[config.mk]
export PLATFORM = sky130hd
export DESIGN_NAME = refcounted_buffer_pool
export DESIGN_NICKNAME = d
export VERILOG_FILES = /design/src/sv/rbp_pkg.sv /design/src/sv/rbp_fifo.sv /design/src/sv/rbp_front.sv /design/src/sv/rbp_back.sv /design/src/sv/refcounted_buffer_pool.sv
export SDC_FILE = /design/constraint.sdc
export NUM_CORES = 2
export LEC_CHECK = 0
export ABC_AREA = 1
export ABC_CLOCK_PERIOD_IN_PS = 6300
export BUFFER_PORTS_ARGS = -buffer_cell sky130_fd_sc_hd__buf_4
export CAP_MARGIN = 30
export CORE_ASPECT_RATIO = 0.75
export CORE_MARGIN = 2
export CORE_UTILIZATION = 63
export CTS_CLUSTER_SIZE = 10
export DETAILED_ROUTE_END_ITERATION = 10
export MAX_ROUTING_LAYER = met4
export PLACE_DENSITY = 0.8
export RECOVER_POWER = 50
export REMOVE_ABC_BUFFERS = 1
export SYNTH_ARGS = -nofsm -noshare
export SYNTH_HDL_FRONTEND = slang
export SYNTH_SLANG_ARGS = --single-unit
[constraint.sdc]
create_clock -name clk -period 6.3 [get_ports clk]
set_clock_uncertainty 0.15 [all_clocks]
set_input_delay 0.63 -clock clk [delete_from_list [all_inputs] [get_ports clk]]
set_output_delay 0.63 -clock clk [all_outputs]
set_load 0.02 [all_outputs]
[src/sv/rbp_pkg.sv]
`default_nettype none

package rbp_pkg;

  // Fixed field widths
  localparam int KIND_W   = 2;
  localparam int INDEX_W  = 6;
  localparam int OFFSET_W = 26;
  localparam int REFCNT_W = 16;
  localparam int FREE_W   = 7;
  localparam int STATUS_W = 2;
  localparam int FRAMES_W = 7;
  localparam int BYTES_W  = 21;

  // Configuration port
  localparam int CFG_IDX_W  = 1;
  localparam int CFG_DATA_W = BYTES_W;

  // Defaults for the top-level parameters and queues
  localparam int MAX_FRAMES_DEF = 64;
  localparam int COUNT_BITS_DEF = 16;
  localparam int QUEUE_DEPTH    = 2;

  // Register limits and reset values
  localparam int FRAMES_RESET_REQ = 64;
  localparam logic [BYTES_W-1:0] BYTES_RESET = BYTES_W'(4096);
  localparam logic [BYTES_W-1:0] BYTES_LIMIT = BYTES_W'(1048576);

  // Register indexes
  localparam logic [CFG_IDX_W-1:0] CFG_FRAMES = 1'b0;
  localparam logic [CFG_IDX_W-1:0] CFG_BYTES  = 1'b1;

  // Operation codes on the input beat
  localparam logic [KIND_W-1:0] KIND_ACQUIRE = 2'd0;
  localparam logic [KIND_W-1:0] KIND_REF     = 2'd1;
  localparam logic [KIND_W-1:0] KIND_UNREF   = 2'd2;

  // Result status codes
  localparam logic [STATUS_W-1:0] STAT_OK       = 2'd0;
  localparam logic [STATUS_W-1:0] STAT_EMPTY    = 2'd1;
  localparam logic [STATUS_W-1:0] STAT_RETURNED = 2'd2;
  localparam logic [STATUS_W-1:0] STAT_BAD      = 2'd3;

  typedef struct packed {
    logic [KIND_W-1:0]  kind;
    logic [INDEX_W-1:0] frame_index;
  } in_item_t;

  typedef struct packed {
    logic        [INDEX_W-1:0]  granted_index;
    logic        [OFFSET_W-1:0] byte_offset;
    logic signed [REFCNT_W-1:0] ref_count;
    logic        [FREE_W-1:0]   free_left;
    logic        [STATUS_W-1:0] status;
  } out_item_t;

  // Classified command handed from front to back
  typedef enum logic [1:0] {
    OP_ACQUIRE,
    OP_REF,
    OP_UNREF,
    OP_REJECT
  } cmd_op_t;

  typedef struct packed {
    cmd_op_t            op;
    logic [INDEX_W-1:0] idx;
  } cmd_t;

  // Pool configuration as seen by front and back
  typedef struct packed {
    logic [FRAMES_W-1:0] frames_in_use;
    logic [BYTES_W-1:0]  frame_bytes;
    logic                reload;
  } pool_cfg_t;

  typedef enum logic [1:0] {
    BK_IDLE,
    BK_EXEC,
    BK_MUL
  } bk_state_t;

  // Frame count after reset, limited by the pool size
  function automatic int reset_frames(input int max_frames);
    return (max_frames < FRAMES_RESET_REQ) ? max_frames : FRAMES_RESET_REQ;
  endfunction

endpackage

`default_nettype wire

[src/sv/rbp_fifo.sv]
`default_nettype none

module rbp_fifo #(
  parameter type T     = logic,
  parameter int  DEPTH = rbp_pkg::QUEUE_DEPTH
) (
  input  wire logic clk,
  input  wire logic rst_n,
  input  wire logic push,
  input  wire T     wdata,
  output logic      full,
  input  wire logic pop,
  output T          rdata,
  output logic      empty
);

  localparam int AW = (DEPTH > 1) ? $clog2(DEPTH) : 1;
  localparam int CW = $clog2(DEPTH + 1);

  T               mem_r [DEPTH];
  logic [AW-1:0]  wr_ptr_r, wr_ptr_nxt;
  logic [AW-1:0]  rd_ptr_r, rd_ptr_nxt;
  logic [CW-1:0]  count_r, count_nxt;
  logic           push_ok, pop_ok;

  assign full    = (count_r == CW'(DEPTH));
  assign empty   = (count_r == '0);
  assign push_ok = push && !full;
  assign pop_ok  = pop && !empty;
  assign rdata   = mem_r[rd_ptr_r];

  // Pointer wrap and occupancy
  always_comb begin
    wr_ptr_nxt = wr_ptr_r;
    rd_ptr_nxt = rd_ptr_r;
    if (push_ok) begin
      wr_ptr_nxt = (wr_ptr_r == AW'(DEPTH - 1)) ? '0 : wr_ptr_r + AW'(1);
    end
    if (pop_ok) begin
      rd_ptr_nxt = (rd_ptr_r == AW'(DEPTH - 1)) ? '0 : rd_ptr_r + AW'(1);
    end
    unique case ({push_ok, pop_ok})
      2'b10:   count_nxt = count_r + CW'(1);
      2'b01:   count_nxt = count_r - CW'(1);
      default: count_nxt = count_r;
    endcase
  end

  always_ff @(posedge clk) begin
    if (!rst_n) begin
      wr_ptr_r <= '0;
      rd_ptr_r <= '0;
      count_r  <= '0;
    end else begin
      wr_ptr_r <= wr_ptr_nxt;
      rd_ptr_r <= rd_ptr_nxt;
      count_r  <= count_nxt;
    end
  end

  // Storage, no reset
  always_ff @(posedge clk) begin
    if (push_ok) begin
      mem_r[wr_ptr_r] <= wdata;
    end
  end

endmodule

`default_nettype wire

[src/sv/rbp_front.sv]
`default_nettype none

module rbp_front #(
  parameter int DEPTH = rbp_pkg::QUEUE_DEPTH
) (
  input  wire logic              clk,
  input  wire logic              rst_n,
  input  wire rbp_pkg::pool_cfg_t cfg,
  input  wire logic              sweeping,
  input  wire logic              in_push,
  input  wire rbp_pkg::in_item_t in_item,
  output logic                   in_full,
  input  wire logic              cmd_pop,
  output rbp_pkg::cmd_t          cmd,
  output logic                   cmd_empty
);

  rbp_pkg::cmd_t cmd_in;
  logic          q_full;
  logic          idx_bad;

  // Hold off beats while the pool is being rebuilt
  assign in_full = q_full || sweeping || cfg.reload;
  assign idx_bad = ({1'b0, in_item.frame_index} >= cfg.frames_in_use);

  // Classify the beat
  always_comb begin
    cmd_in.idx = in_item.frame_index;
    unique case (in_item.kind)
      rbp_pkg::KIND_ACQUIRE: cmd_in.op = rbp_pkg::OP_ACQUIRE;
      rbp_pkg::KIND_REF:     cmd_in.op = idx_bad ? rbp_pkg::OP_REJECT : rbp_pkg::OP_REF;
      rbp_pkg::KIND_UNREF:   cmd_in.op = idx_bad ? rbp_pkg::OP_REJECT : rbp_pkg::OP_UNREF;
      default: begin
        // unused kind answers bad with a zero index
        cmd_in.op  = rbp_pkg::OP_REJECT;
        cmd_in.idx = '0;
      end
    endcase
  end

  rbp_fifo #(
    .T     (rbp_pkg::cmd_t),
    .DEPTH (DEPTH)
  ) u_cmd_q (
    .clk   (clk),
    .rst_n (rst_n),
    .push  (in_push && !in_full),
    .wdata (cmd_in),
    .full  (q_full),
    .pop   (cmd_pop),
    .rdata (cmd),
    .empty (cmd_empty)
  );

endmodule

`default_nettype wire

[src/sv/rbp_back.sv]
`default_nettype none

module rbp_back #(
  parameter int MAX_FRAMES = rbp_pkg::MAX_FRAMES_DEF,
  parameter int COUNT_BITS = rbp_pkg::COUNT_BITS_DEF
) (
  input  wire logic               clk,
  input  wire logic               rst_n,
  input  wire rbp_pkg::pool_cfg_t cfg,
  output logic                    sweeping,
  input  wire logic               cmd_empty,
  input  wire rbp_pkg::cmd_t      cmd,
  output logic                    cmd_pop,
  input  wire logic               res_full,
  output logic                    res_push,
  output rbp_pkg::out_item_t      res
);

  localparam int IW = (MAX_FRAMES > 1) ? $clog2(MAX_FRAMES) : 1;
  localparam int DW = $clog2(MAX_FRAMES + 1);
  localparam int CW = (DW > rbp_pkg::FRAMES_W) ? DW : rbp_pkg::FRAMES_W;
  localparam int CB = COUNT_BITS;
  localparam logic signed [CB-1:0] CNT_MAX = {1'b0, {(CB-1){1'b1}}};
  localparam logic signed [CB-1:0] CNT_MIN = {1'b1, {(CB-1){1'b0}}};
  localparam logic signed [CB-1:0] CNT_ONE = CB'(1);

  // Memories: free stack and {owned, count} per frame
  logic [IW-1:0] stk_mem [MAX_FRAMES];
  logic [CB:0]   cnt_mem [MAX_FRAMES];

  rbp_pkg::bk_state_t state_r, state_nxt;
  rbp_pkg::cmd_op_t   op_r, op_nxt;
  logic [rbp_pkg::INDEX_W-1:0]  idx_r, idx_nxt;
  logic [DW-1:0]                depth_r, depth_nxt;
  logic                         sweeping_r;
  logic [IW-1:0]                sweep_r;
  logic [rbp_pkg::INDEX_W-1:0]  gidx_r, gidx_nxt;
  logic [rbp_pkg::FRAMES_W-1:0] opnd_r, opnd_nxt;
  logic [rbp_pkg::REFCNT_W-1:0] cnt_out_r, cnt_out_nxt;
  logic [rbp_pkg::STATUS_W-1:0] status_r, status_nxt;
  logic [IW-1:0]                stk_rd_r;
  logic [CB:0]                  cnt_rd_r;

  logic          stk_re, cnt_re;
  logic [IW-1:0] stk_raddr, cnt_raddr;
  logic          stk_we, cnt_we;
  logic [IW-1:0] stk_waddr, cnt_waddr;
  logic [IW-1:0] stk_wdata;
  logic [CB:0]   cnt_wdata;
  logic          ex_stk_we, ex_cnt_we;
  logic [IW-1:0] ex_stk_waddr, ex_cnt_waddr;
  logic [IW-1:0] ex_stk_wdata;
  logic [CB:0]   ex_cnt_wdata;

  logic signed [CB-1:0] cnt_old, cnt_new;
  logic signed [31:0]   cnt_wide;
  logic                 owned_old, release_hit, room;

  assign sweeping = sweeping_r;
  assign room     = (CW'(depth_r) < CW'(cfg.frames_in_use));

  // Next state
  always_comb begin
    state_nxt = state_r;
    unique case (state_r)
      rbp_pkg::BK_IDLE: begin
        if (!sweeping_r && !cfg.reload && !cmd_empty) begin
          if (cmd.op == rbp_pkg::OP_REJECT ||
              (cmd.op == rbp_pkg::OP_ACQUIRE && depth_r == '0)) begin
            state_nxt = rbp_pkg::BK_MUL;
          end else begin
            state_nxt = rbp_pkg::BK_EXEC;
          end
        end
      end
      rbp_pkg::BK_EXEC: state_nxt = rbp_pkg::BK_MUL;
      rbp_pkg::BK_MUL: begin
        if (!res_full) begin
          state_nxt = rbp_pkg::BK_IDLE;
        end
      end
      default: state_nxt = rbp_pkg::BK_IDLE;
    endcase
  end

  // Count update for ref and unref
  always_comb begin
    cnt_old   = cnt_rd_r[CB-1:0];
    owned_old = cnt_rd_r[CB];
    if (op_r == rbp_pkg::OP_REF) begin
      cnt_new = (cnt_old != CNT_MAX) ? cnt_old + CNT_ONE : cnt_old;
    end else begin
      cnt_new = (cnt_old != CNT_MIN) ? cnt_old - CNT_ONE : cnt_old;
    end
    release_hit = (op_r == rbp_pkg::OP_UNREF) && owned_old &&
                  (cnt_new[CB-1] || cnt_new == '0);
    cnt_wide = 32'(cnt_new);
  end

  // Outputs of the sequencer
  always_comb begin
    cmd_pop      = 1'b0;
    stk_re       = 1'b0;
    cnt_re       = 1'b0;
    stk_raddr    = IW'(depth_r - DW'(1));
    cnt_raddr    = IW'(cmd.idx);
    ex_stk_we    = 1'b0;
    ex_stk_waddr = IW'(depth_r);
    ex_stk_wdata = IW'(idx_r);
    ex_cnt_we    = 1'b0;
    ex_cnt_waddr = IW'(idx_r);
    ex_cnt_wdata = {owned_old & !release_hit, cnt_new};
    res_push     = 1'b0;
    op_nxt       = op_r;
    idx_nxt      = idx_r;
    depth_nxt    = depth_r;
    gidx_nxt     = gidx_r;
    opnd_nxt     = opnd_r;
    cnt_out_nxt  = cnt_out_r;
    status_nxt   = status_r;
    unique case (state_r)
      rbp_pkg::BK_IDLE: begin
        if (!sweeping_r && !cfg.reload && !cmd_empty) begin
          cmd_pop     = 1'b1;
          op_nxt      = cmd.op;
          idx_nxt     = cmd.idx;
          opnd_nxt    = '0;
          cnt_out_nxt = '0;
          gidx_nxt    = '0;
          stk_re      = (cmd.op == rbp_pkg::OP_ACQUIRE) && (depth_r != '0);
          cnt_re      = (cmd.op == rbp_pkg::OP_REF) || (cmd.op == rbp_pkg::OP_UNREF);
          if (cmd.op == rbp_pkg::OP_REJECT) begin
            gidx_nxt   = cmd.idx;
            status_nxt = rbp_pkg::STAT_BAD;
          end else begin
            status_nxt = rbp_pkg::STAT_EMPTY;
          end
        end
      end
      rbp_pkg::BK_EXEC: begin
        if (op_r == rbp_pkg::OP_ACQUIRE) begin
          // pop the top frame, count 1, owned
          ex_cnt_we    = 1'b1;
          ex_cnt_waddr = stk_rd_r;
          ex_cnt_wdata = {1'b1, CNT_ONE};
          depth_nxt    = depth_r - DW'(1);
          gidx_nxt     = rbp_pkg::INDEX_W'(stk_rd_r);
          opnd_nxt     = rbp_pkg::FRAMES_W'(stk_rd_r);
          cnt_out_nxt  = rbp_pkg::REFCNT_W'(1);
          status_nxt   = rbp_pkg::STAT_OK;
        end else begin
          ex_cnt_we   = 1'b1;
          gidx_nxt    = idx_r;
          opnd_nxt    = rbp_pkg::FRAMES_W'(idx_r);
          cnt_out_nxt = cnt_wide[rbp_pkg::REFCNT_W-1:0];
          status_nxt  = release_hit ? rbp_pkg::STAT_RETURNED : rbp_pkg::STAT_OK;
          // released frame goes back on the stack if there is room
          if (release_hit && room) begin
            ex_stk_we = 1'b1;
            depth_nxt = depth_r + DW'(1);
          end
        end
      end
      rbp_pkg::BK_MUL: begin
        res_push = !res_full;
      end
      default: begin
      end
    endcase
    if (cfg.reload) begin
      depth_nxt = DW'(cfg.frames_in_use);
    end
  end

  // Result beat: offset product lands in the result queue register
  always_comb begin
    res.granted_index = gidx_r;
    res.byte_offset   = rbp_pkg::OFFSET_W'(opnd_r * cfg.frame_bytes);
    res.ref_count     = cnt_out_r;
    res.free_left     = rbp_pkg::FREE_W'(depth_r);
    res.status        = status_r;
  end

  // Memory write ports: rebuild sweep or operation
  always_comb begin
    if (sweeping_r) begin
      stk_we    = 1'b1;
      stk_waddr = sweep_r;
      stk_wdata = sweep_r;
      cnt_we    = 1'b1;
      cnt_waddr = sweep_r;
      cnt_wdata = {1'b1, {CB{1'b0}}};
    end else begin
      stk_we    = ex_stk_we;
      stk_waddr = ex_stk_waddr;
      stk_wdata = ex_stk_wdata;
      cnt_we    = ex_cnt_we;
      cnt_waddr = ex_cnt_waddr;
      cnt_wdata = ex_cnt_wdata;
    end
  end

  always_ff @(posedge clk) begin
    if (stk_we) begin
      stk_mem[stk_waddr] <= stk_wdata;
    end
    if (stk_re) begin
      stk_rd_r <= stk_mem[stk_raddr];
    end
  end

  always_ff @(posedge clk) begin
    if (cnt_we) begin
      cnt_mem[cnt_waddr] <= cnt_wdata;
    end
    if (cnt_re) begin
      cnt_rd_r <= cnt_mem[cnt_raddr];
    end
  end

  // Control state
  always_ff @(posedge clk) begin
    if (!rst_n) begin
      state_r    <= rbp_pkg::BK_IDLE;
      depth_r    <= DW'(rbp_pkg::reset_frames(MAX_FRAMES));
      sweeping_r <= 1'b1;
      sweep_r    <= '0;
    end else begin
      state_r <= state_nxt;
      depth_r <= depth_nxt;
      if (cfg.reload) begin
        sweeping_r <= 1'b1;
        sweep_r    <= '0;
      end else if (sweeping_r) begin
        sweep_r <= sweep_r + IW'(1);
        if (sweep_r == IW'(MAX_FRAMES - 1)) begin
          sweeping_r <= 1'b0;
        end
      end
    end
  end

  // Operation payload
  always_ff @(posedge clk) begin
    op_r      <= op_nxt;
    idx_r     <= idx_nxt;
    gidx_r    <= gidx_nxt;
    opnd_r    <= opnd_nxt;
    cnt_out_r <= cnt_out_nxt;
    status_r  <= status_nxt;
  end

endmodule

`default_nettype wire

[src/sv/refcounted_buffer_pool.sv]
`default_nettype none

// Channel  Handshake           Payload
// in       in_push / in_full   in_item   (kind, frame_index)
// out      out_pop / out_empty out_item  (granted_index, byte_offset, ref_count,
//                                         free_left, status)
// cfg      cfg_valid/cfg_ready cfg_index, cfg_data
//
// Back sequencer: each operation runs command pop with memory read (BK_IDLE), then
// read-modify-write of the count and stack memories (BK_EXEC), then offset multiply into
// the result queue (BK_MUL); a rejected beat or an acquire on an empty pool skips BK_EXEC.
// After reset and after each frames_in_use write (via reload), a sweep of all MAX_FRAMES
// frames rebuilds the pool; in_full stays high meanwhile, cfg writes are always taken.
// A full result queue stalls the back end; a full command queue raises in_full.

module refcounted_buffer_pool #(
  parameter int MAX_FRAMES = rbp_pkg::MAX_FRAMES_DEF,
  parameter int COUNT_BITS = rbp_pkg::COUNT_BITS_DEF
) (
  input  wire logic                            clk,
  input  wire logic                            rst_n,
  input  wire logic                            in_push,
  input  wire rbp_pkg::in_item_t               in_item,
  output logic                                 in_full,
  output logic                                 out_empty,
  input  wire logic                            out_pop,
  output rbp_pkg::out_item_t                   out_item,
  input  wire logic                            cfg_valid,
  output logic                                 cfg_ready,
  input  wire logic [rbp_pkg::CFG_IDX_W-1:0]  cfg_index,
  input  wire logic [rbp_pkg::CFG_DATA_W-1:0] cfg_data
);

  localparam int FRAMES_RESET = rbp_pkg::reset_frames(MAX_FRAMES);

  logic [rbp_pkg::FRAMES_W-1:0] frames_r, frames_nxt;
  logic [rbp_pkg::BYTES_W-1:0]  bytes_r, bytes_nxt;
  logic                         reload_r, reload_nxt;
  logic [rbp_pkg::FRAMES_W-1:0] frames_req;
  logic [rbp_pkg::BYTES_W-1:0]  bytes_req;
  rbp_pkg::pool_cfg_t           cfg;
  logic                         sweeping;
  logic                         cmd_pop, cmd_empty;
  rbp_pkg::cmd_t                cmd;
  logic                         res_push, res_full;
  rbp_pkg::out_item_t           res;

  assign cfg_ready         = 1'b1;
  assign cfg.frames_in_use = frames_r;
  assign cfg.frame_bytes   = bytes_r;
  assign cfg.reload        = reload_r;

  // Register decode with clamping
  always_comb begin
    frames_req = cfg_data[rbp_pkg::FRAMES_W-1:0];
    if (frames_req == '0) begin
      frames_req = rbp_pkg::FRAMES_W'(1);
    end else if (32'(frames_req) > MAX_FRAMES) begin
      frames_req = rbp_pkg::FRAMES_W'(MAX_FRAMES);
    end
    bytes_req = cfg_data[rbp_pkg::BYTES_W-1:0];
    if (bytes_req == '0) begin
      bytes_req = rbp_pkg::BYTES_W'(1);
    end else if (bytes_req > rbp_pkg::BYTES_LIMIT) begin
      bytes_req = rbp_pkg::BYTES_LIMIT;
    end
    frames_nxt = frames_r;
    bytes_nxt  = bytes_r;
    reload_nxt = 1'b0;
    if (cfg_valid && cfg_ready) begin
      unique case (cfg_index)
        rbp_pkg::CFG_FRAMES: begin
          frames_nxt = frames_req;
          reload_nxt = 1'b1;
        end
        rbp_pkg::CFG_BYTES: bytes_nxt = bytes_req;
        default: begin
        end
      endcase
    end
  end

  always_ff @(posedge clk) begin
    if (!rst_n) begin
      frames_r <= rbp_pkg::FRAMES_W'(FRAMES_RESET);
      bytes_r  <= rbp_pkg::BYTES_RESET;
      reload_r <= 1'b0;
    end else begin
      frames_r <= frames_nxt;
      bytes_r  <= bytes_nxt;
      reload_r <= reload_nxt;
    end
  end

  rbp_front #(
    .DEPTH (rbp_pkg::QUEUE_DEPTH)
  ) u_front (
    .clk       (clk),
    .rst_n     (rst_n),
    .cfg       (cfg),
    .sweeping  (sweeping),
    .in_push   (in_push),
    .in_item   (in_item),
    .in_full   (in_full),
    .cmd_pop   (cmd_pop),
    .cmd       (cmd),
    .cmd_empty (cmd_empty)
  );

  rbp_back #(
    .MAX_FRAMES (MAX_FRAMES),
    .COUNT_BITS (COUNT_BITS)
  ) u_back (
    .clk       (clk),
    .rst_n     (rst_n),
    .cfg       (cfg),
    .sweeping  (sweeping),
    .cmd_empty (cmd_empty),
    .cmd       (cmd),
    .cmd_pop   (cmd_pop),
    .res_full  (res_full),
    .res_push  (res_push),
    .res       (res)
  );

  rbp_fifo #(
    .T     (rbp_pkg::out_item_t),
    .DEPTH (rbp_pkg::QUEUE_DEPTH)
  ) u_res_q (
    .clk   (clk),
    .rst_n (rst_n),
    .push  (res_push),
    .wdata (res),
    .full  (res_full),
    .pop   (out_pop),
    .rdata (out_item),
    .empty (out_empty)
  );

endmodule

`default_nettype wire
Word-level counts from Yosys, hierarchy flattened
Memories as Yosys holds them, arrays and structs flattened. A register that Yosys moved wholly into a read port is not among the register bits.
Cells that the tools add are included.
Widths: inputs -> output; s select.
Word-level totals
  register bits: 92
  bits in latches: 0
  RAM bits: 1602
  ROM bits: 0
  input port bits: 35
  word-level logic and storage cells: 189
  memories kept: 4
Operators by class
  add/sub/neg operators: 13
  $mul: 1
  div/mod/pow operators: 0
  magnitude comparators: 4
  equal/unequal tests: 20
  shift-type cells: 0
  multiplexer cells: 75
  bitwise gates (word level): 3
  reductions and logical operators: 50
Memory list
  u_back.cnt_mem: depth 64, width 17, rd ports 1, clocked after memory_dff 1, write ports 1, line rbp_back.sv:29  | logic [CB:0] cnt_mem [MAX_FRAMES];
  u_back.stk_mem: depth 64, width 6, rd ports 1, clocked after memory_dff 1, write ports 1, line rbp_back.sv:28  | logic [IW-1:0] stk_mem [MAX_FRAMES];
  u_res_q.mem_r: depth 2, width 57, rd ports 1, clocked after memory_dff 1, write ports 1, line rbp_fifo.sv:20  | T mem_r [DEPTH];
  u_front.u_cmd_q.mem_r: depth 2, width 8, rd ports 1, clocked after memory_dff 1, write ports 1, line rbp_fifo.sv:20
Operators with widths (count)
  $mux 16: 5
  $mux 6: 9
  $mux 17: 3
  $mux 7: 7
  $mux 21: 2
  $mux 1: 33
  $ne 16x16->1 const B: 2
  $pmux 16 s2: 1
  $mul 7x21->26: 1
  $gt 21x21->1 const B: 1
  $logic_not 21->1: 1
  $eq 2x2->1 const B: 9
  $add 16x2->16 const B: 1
  $logic_not 16->1: 1
  $mux 2: 8
  $sub 16x2->16 const B: 1
  $logic_not 7->1: 2
  $pmux 7 s2: 1
  $reduce_and 2->1: 7
  $eq 2x1->1 const B: 6
  $logic_and 1x1->1: 12
  $logic_not 2->1: 6
  $pmux 2 s2: 3
  $pmux 2 s3: 2
  other kinds (22): 42

Longest topological paths before layout
  word-level depth: 13
  depth in mapped cells: 22
  mapped depth without buffers: 21

Cells and area by module
A second synthesis with hierarchy kept.
Unflattened totals
  cells, all modules: 6018
  area, all modules: 73845.8 um2
Modules (own cells, without submodules)
  rbp_back: times used 1, cells an instance 5522, area an instance 67006.8 um2
  rbp_fifo at u_res_q: times used 1, cells an instance 217, area an instance 4479.3 um2
  refcounted_buffer_pool: times used 1, cells an instance 161, area an instance 1255.0 um2
  rbp_fifo at u_front.u_cmd_q: times used 1, cells an instance 65, area an instance 839.6 um2
  rbp_front: times used 1, cells an instance 53, area an instance 265.3 um2

Worst setup path after synthesis
No wires, ideal clock.
  path type: reg2reg
  start point: reg u_back.opnd_r[1] (netlist name)
  end point: mem u_res_q.mem_r[0][48] (netlist name), data pin
  library setup time: 263 ps
  arrival: 4254 ps
  data required time: 5887 ps
  setup slack: 1633 ps
  stages on the path, launching flop included: 19
  path buffers: 1
  path through: edfxtp_1 > clkbuf_1 > nand2_1 > inv_1 > fa_1 > inv_1 > fa_1 > fa_1 > fa_1 > inv_1 > ha_1 > a21o_1 > a21oi_1 > o21ai_0 > a21oi_1 > o21ai_0 > nand3_1 > nand2_1 > xor2_1
RTL lines
  from (decl): line rbp_back.sv:38  | logic [rbp_pkg::FRAMES_W-1:0] opnd_r, opnd_nxt;
  from (signal assigned): line rbp_back.sv:248  | opnd_r <= opnd_nxt;
  to (decl): line rbp_fifo.sv:20

Worst setup path in the final report
  start point: reg u_back.cnt_rd_r[0], read port of u_back.cnt_mem
  end point: mem u_back.cnt_mem[51][6] (netlist name), data pin
Between the ends
  longest elaborated chain between the ends: 6
  elaborated cells between the ends (all ways): 10
  classes of those cells: add/sub: 2; eq/ne: 2; mux: 6
RTL lines
  from (decl): line rbp_back.sv:42  | logic [CB:0] cnt_rd_r;
  $sub 16x2->16 (tied with other cells): line rbp_back.sv:93  | cnt_new = (cnt_old != CNT_MIN) ? cnt_old - CNT_ONE : cnt_old;
  $mux 16, on equally long branches: line rbp_back.sv:93, rbp_back.sv:91
  $mux 16 (*): line rbp_back.sv:90  | if (op_r == rbp_pkg::OP_REF) begin
  $mux 17: line rbp_back.sv:141  | if (op_r == rbp_pkg::OP_ACQUIRE) begin
  $mux 17 (*): line rbp_back.sv:121  | unique case (state_r)
  $mux 17 (*): line rbp_back.sv:186  | if (sweeping_r) begin
  net u_back.cnt_wdata[6]: line rbp_back.sv:49  | logic [CB:0] cnt_wdata;
  to (decl): line rbp_back.sv:29
The timed path passes the listed nets; every way through them passes the cells marked *.

==> metrics.md <==
| Metric | Value |
|---|---|
| GP Congestion | 0.9155 |
| Final HPWL DP | approximately 110,000 um |
| Via/cell ratio | 6.556 |
| RSZ-0062 raised after global routing | false |
| Post-CTS setup buffers | 0 |
| Final Core Density | 0.7026 |
| Initial antenna violation count | 5 |
| Status | complete, but fails checks |
| Hold crit path type | input port to flop |
| Die area | between 0.1 and 0.15 mm^2 |
| Vias in the first global route | between 40,000 and 50,000 |
| LEAKAGE | around 28 nW |
| Fillers | 7,469 |
| Total CTS buffers | 190 |
| Post-cts hold buffer count | 26 |
| Synth Flop Type | edfxtp_1 |
| Power Dens Cells | 282.9 mW/mm^2 |
| Post-synth top area share | 0.6836 |
| CTS resizes | 0 |
| Root buffer cell | clkbuf_16 |
| Number of synthesized flops with an enable pin | 1,663 |
| Slew Viols, Final | 1,606 |
| Die width | approximately 400 um |
| Overflow after GRT | 0 |
| Final Total Pwr | 22.94 mW |
| Sink Count | about 1,700 |
| P&R area growth vs syn | 10.98% |
| WL per Instance | around 25 um |
| CORE AREA | 0.1154 mm^2 |
| Final worst path period share | 0.9033 |
| Row Count | ~110 |
| Initial core utilization | 0.6331 |
| Gate count of the mapped netlist | just under 6,000 |
| Hold Fails Final Rpt | 0 |
| Async set-reset flop share out of synthesis | 0 |
| Router iterations before antenna repair | 9 |
| Critical path class | flop to flop |
| IO buf count | between 90 and 100 |
| Post-Syn Area | ~0.073 mm^2 |
| Nets | ~6,100 |
| Dpl ws | approximately 1.0 ns |
| Slew HR | -1.318 |
| Worst setup SP type | flop |
| YS warnings | 0 |
| H-tree depth | 4 |
| I/O pins | 95 |
| CP Max Fanout | 64 |
| Final setup vio count | 0 |
| First-pass GRT wire length | between 200,000 and 300,000 um |
| Post-synthesis register bit count | 1,718 |
| Worst setup EP type | flop |
| Worst EP arrival | 5.63 ns |
| Total GRT Usage | 0.3200 |
| Final worst slack | ~0.6 ns |
| Ratio of cells with drive above 1 in the final layout | 0.08848 |
| Final Routed Wirelength | roughly 190,000 um |
| Share of the yosys chip area belonging to registers | 0.6986 |
| Failing checks | capacitance limit, slew limit |
| TritonCTS clock tree | built |
| Vias | between 40,000 and 50,000 |
| Largest net degree at the start of global routing | between 150 and 200 |
| Final min period | approximately 5.7 ns |
| Max-capacitance violation count | 26 |
| Required @ worst endpoint | about 6.2 ns |
| DRT antenna net count | 0 |
| Bufs on Longest Clock Path | 3 |
| Hold Slack | 0.04963 ns |
| Reg clk slew, reported paths | about 0.06 ns |
| Mean post-synth cell area | 12.59 um^2 |
| Leading area contributor after synthesis | edfxtp_1 |
| Setup tns final | 0 ns |
| Top post-synthesis cells by area | edfxtp_1, nor2_1, o21ai_0, o221ai_1, nand2_1 |
| DRC | 0 |
| Die Y-Extent | 298.9 um |
| Worst Tran Pin Value | approximately 3.5 ns |
| Iteration-0 DRC Markers | approximately 8,000 |
| Worst-Skew Late Latency | between 0.8 and 0.9 ns |
| Max VDD drop | between 0.2 and 0.3 mV |
| Unique masters post-synth | 50 |
| Fmax | roughly 180 MHz |
[per-stage QoR]
stage | area [um^2] | cells
2_1_floorplan | 71700 | 5452
5_1_grt | 81080 | 7500
3_3_place_gp | 75660 | 7215
3_5_place_dp | 75780 | 7223
4_1_cts | 81300 | 7494
6_report | 81080 | 7500
[logic make-up after synthesis]
logic type | Yosys count | share of synthesized area
xor+xnor | 37 | 0.004436
mux | 98 | 0.01440
buf+inv | 672 | 0.03506
fa+ha+maj | 154 | 0.03398
other cells | 1 | 0.00005133
flops | 1718 | 0.6986
compound gates | 1381 | 0.1167
simple gates | 1742 | 0.09676
[sequential cells by signal, summed over array words and instances (netlist names), 2 cells and up, named ones only]
name / count
u_back.gidx_r: 6
u_back.depth_r: 7
u_back.stk_mem: 384
u_back.status_r: 2
u_res_q.count_r: 2
bytes_r: 21
u_back.cnt_mem: 1088
u_back.sweep_r: 6
u_back.cnt_rd_r: 17
u_res_q.mem_r: 114
u_back.op_r: 2
u_back.ex_stk_wdata: 6
u_back.state_r: 2
frames_r: 7
u_back.stk_rd_r: 6
u_back.opnd_r: 6
u_front.u_cmd_q.mem_r: 16
u_back.cnt_out_r: 16
u_front.u_cmd_q.count_r: 2
[report_power, final]
group	switching [mW]	internal [mW]
clock network	4.28	5.44
registers	0.0328	12.5
logic	0.517	0.208
total	4.83	18.1
[per-layer routing]
metal	vias up	routed length (um)	GRT usage
li1	21450	-	-
met1	23920	73180	0.4634
met2	3339	82970	0.4511
met3	453	23780	0.07415
met4	0	5895	0.1089
met5	-	0	-
[worst paths after layout]
check / cells after the start / slack (ns) / to / from
max: 12 / 0.61 / u_back.cnt_mem[51][6]$_DFFE_PP_ / u_back.cnt_rd_r[0]$_DFFE_PP_
min: 3 / 0.05 / u_front.u_cmd_q.mem_r[0][5]$_DFFE_PP_ / in_item[5]
max reg2reg: 12 / 0.61 / u_back.cnt_mem[51][6]$_DFFE_PP_ / u_back.cnt_rd_r[0]$_DFFE_PP_
min reg2reg: 0 / 0.29 / u_res_q.mem_r[0][19]$_DFFE_PP_ / u_back.cnt_out_r[10]$_SDFFCE_PP0P_
[Yosys cell counts, drive strengths merged (6+ instances only)]
cell type  count
edfxtp      1663
nor2        1043
o21ai        704
nand2        428
clkbuf       317
inv          317
nand3        214
o211ai       187
o221ai       182
o22ai        139
a21oi         86
ha            80
fa            74
mux2          57
dfxtp         55
o32ai         55
mux2i         41
buf           34
xor2          25
nand4         24
nor3          12
xnor2         12
or2            9
nor4           8
a21o           6
[final cells by class]
type,instances,area [um^2],share of cell area
Tap cell,1540,1927,0.02376
Clock inverter,18,367.9,0.004537
Inverter,321,1231,0.01518
Multi-Input combinational cell,3413,19620,0.2420
Antenna cell,4,10.01,0.0001235
Clock buffer,227,4893,0.06035
Timing Repair Buffer,259,1992,0.02457
Sequential cell,1718,51040,0.6295
[layout by cell type, fill, tap and decap left out, types with 85 or more instances in the layout]
cell type     n
o221ai_1    182
nand2_1     411
edfxtp_1   1663
inv_1       310
a21oi_1      85
nor2_1     1011
o21ai_0     699
buf_4       172
nand3_1     212
o211ai_1    187
clkbuf_16   190
o22ai_1     139
[critical path, cell delays in order (launching register included)]
cell and delay (ns):
edfxtp_1 0.54, ha_1 0.27, nand2_1 0.07, nor2_1 0.38
nand2_2 0.13, inv_1 0.09, nand2_1 0.28, nand2_1 0.14
nand2_1 0.05, nand2_1 0.16, inv_1 0.12, nor2_4 0.09
clkbuf_1 2.43
No activity file was read; power rests on OpenSTA's default activity.
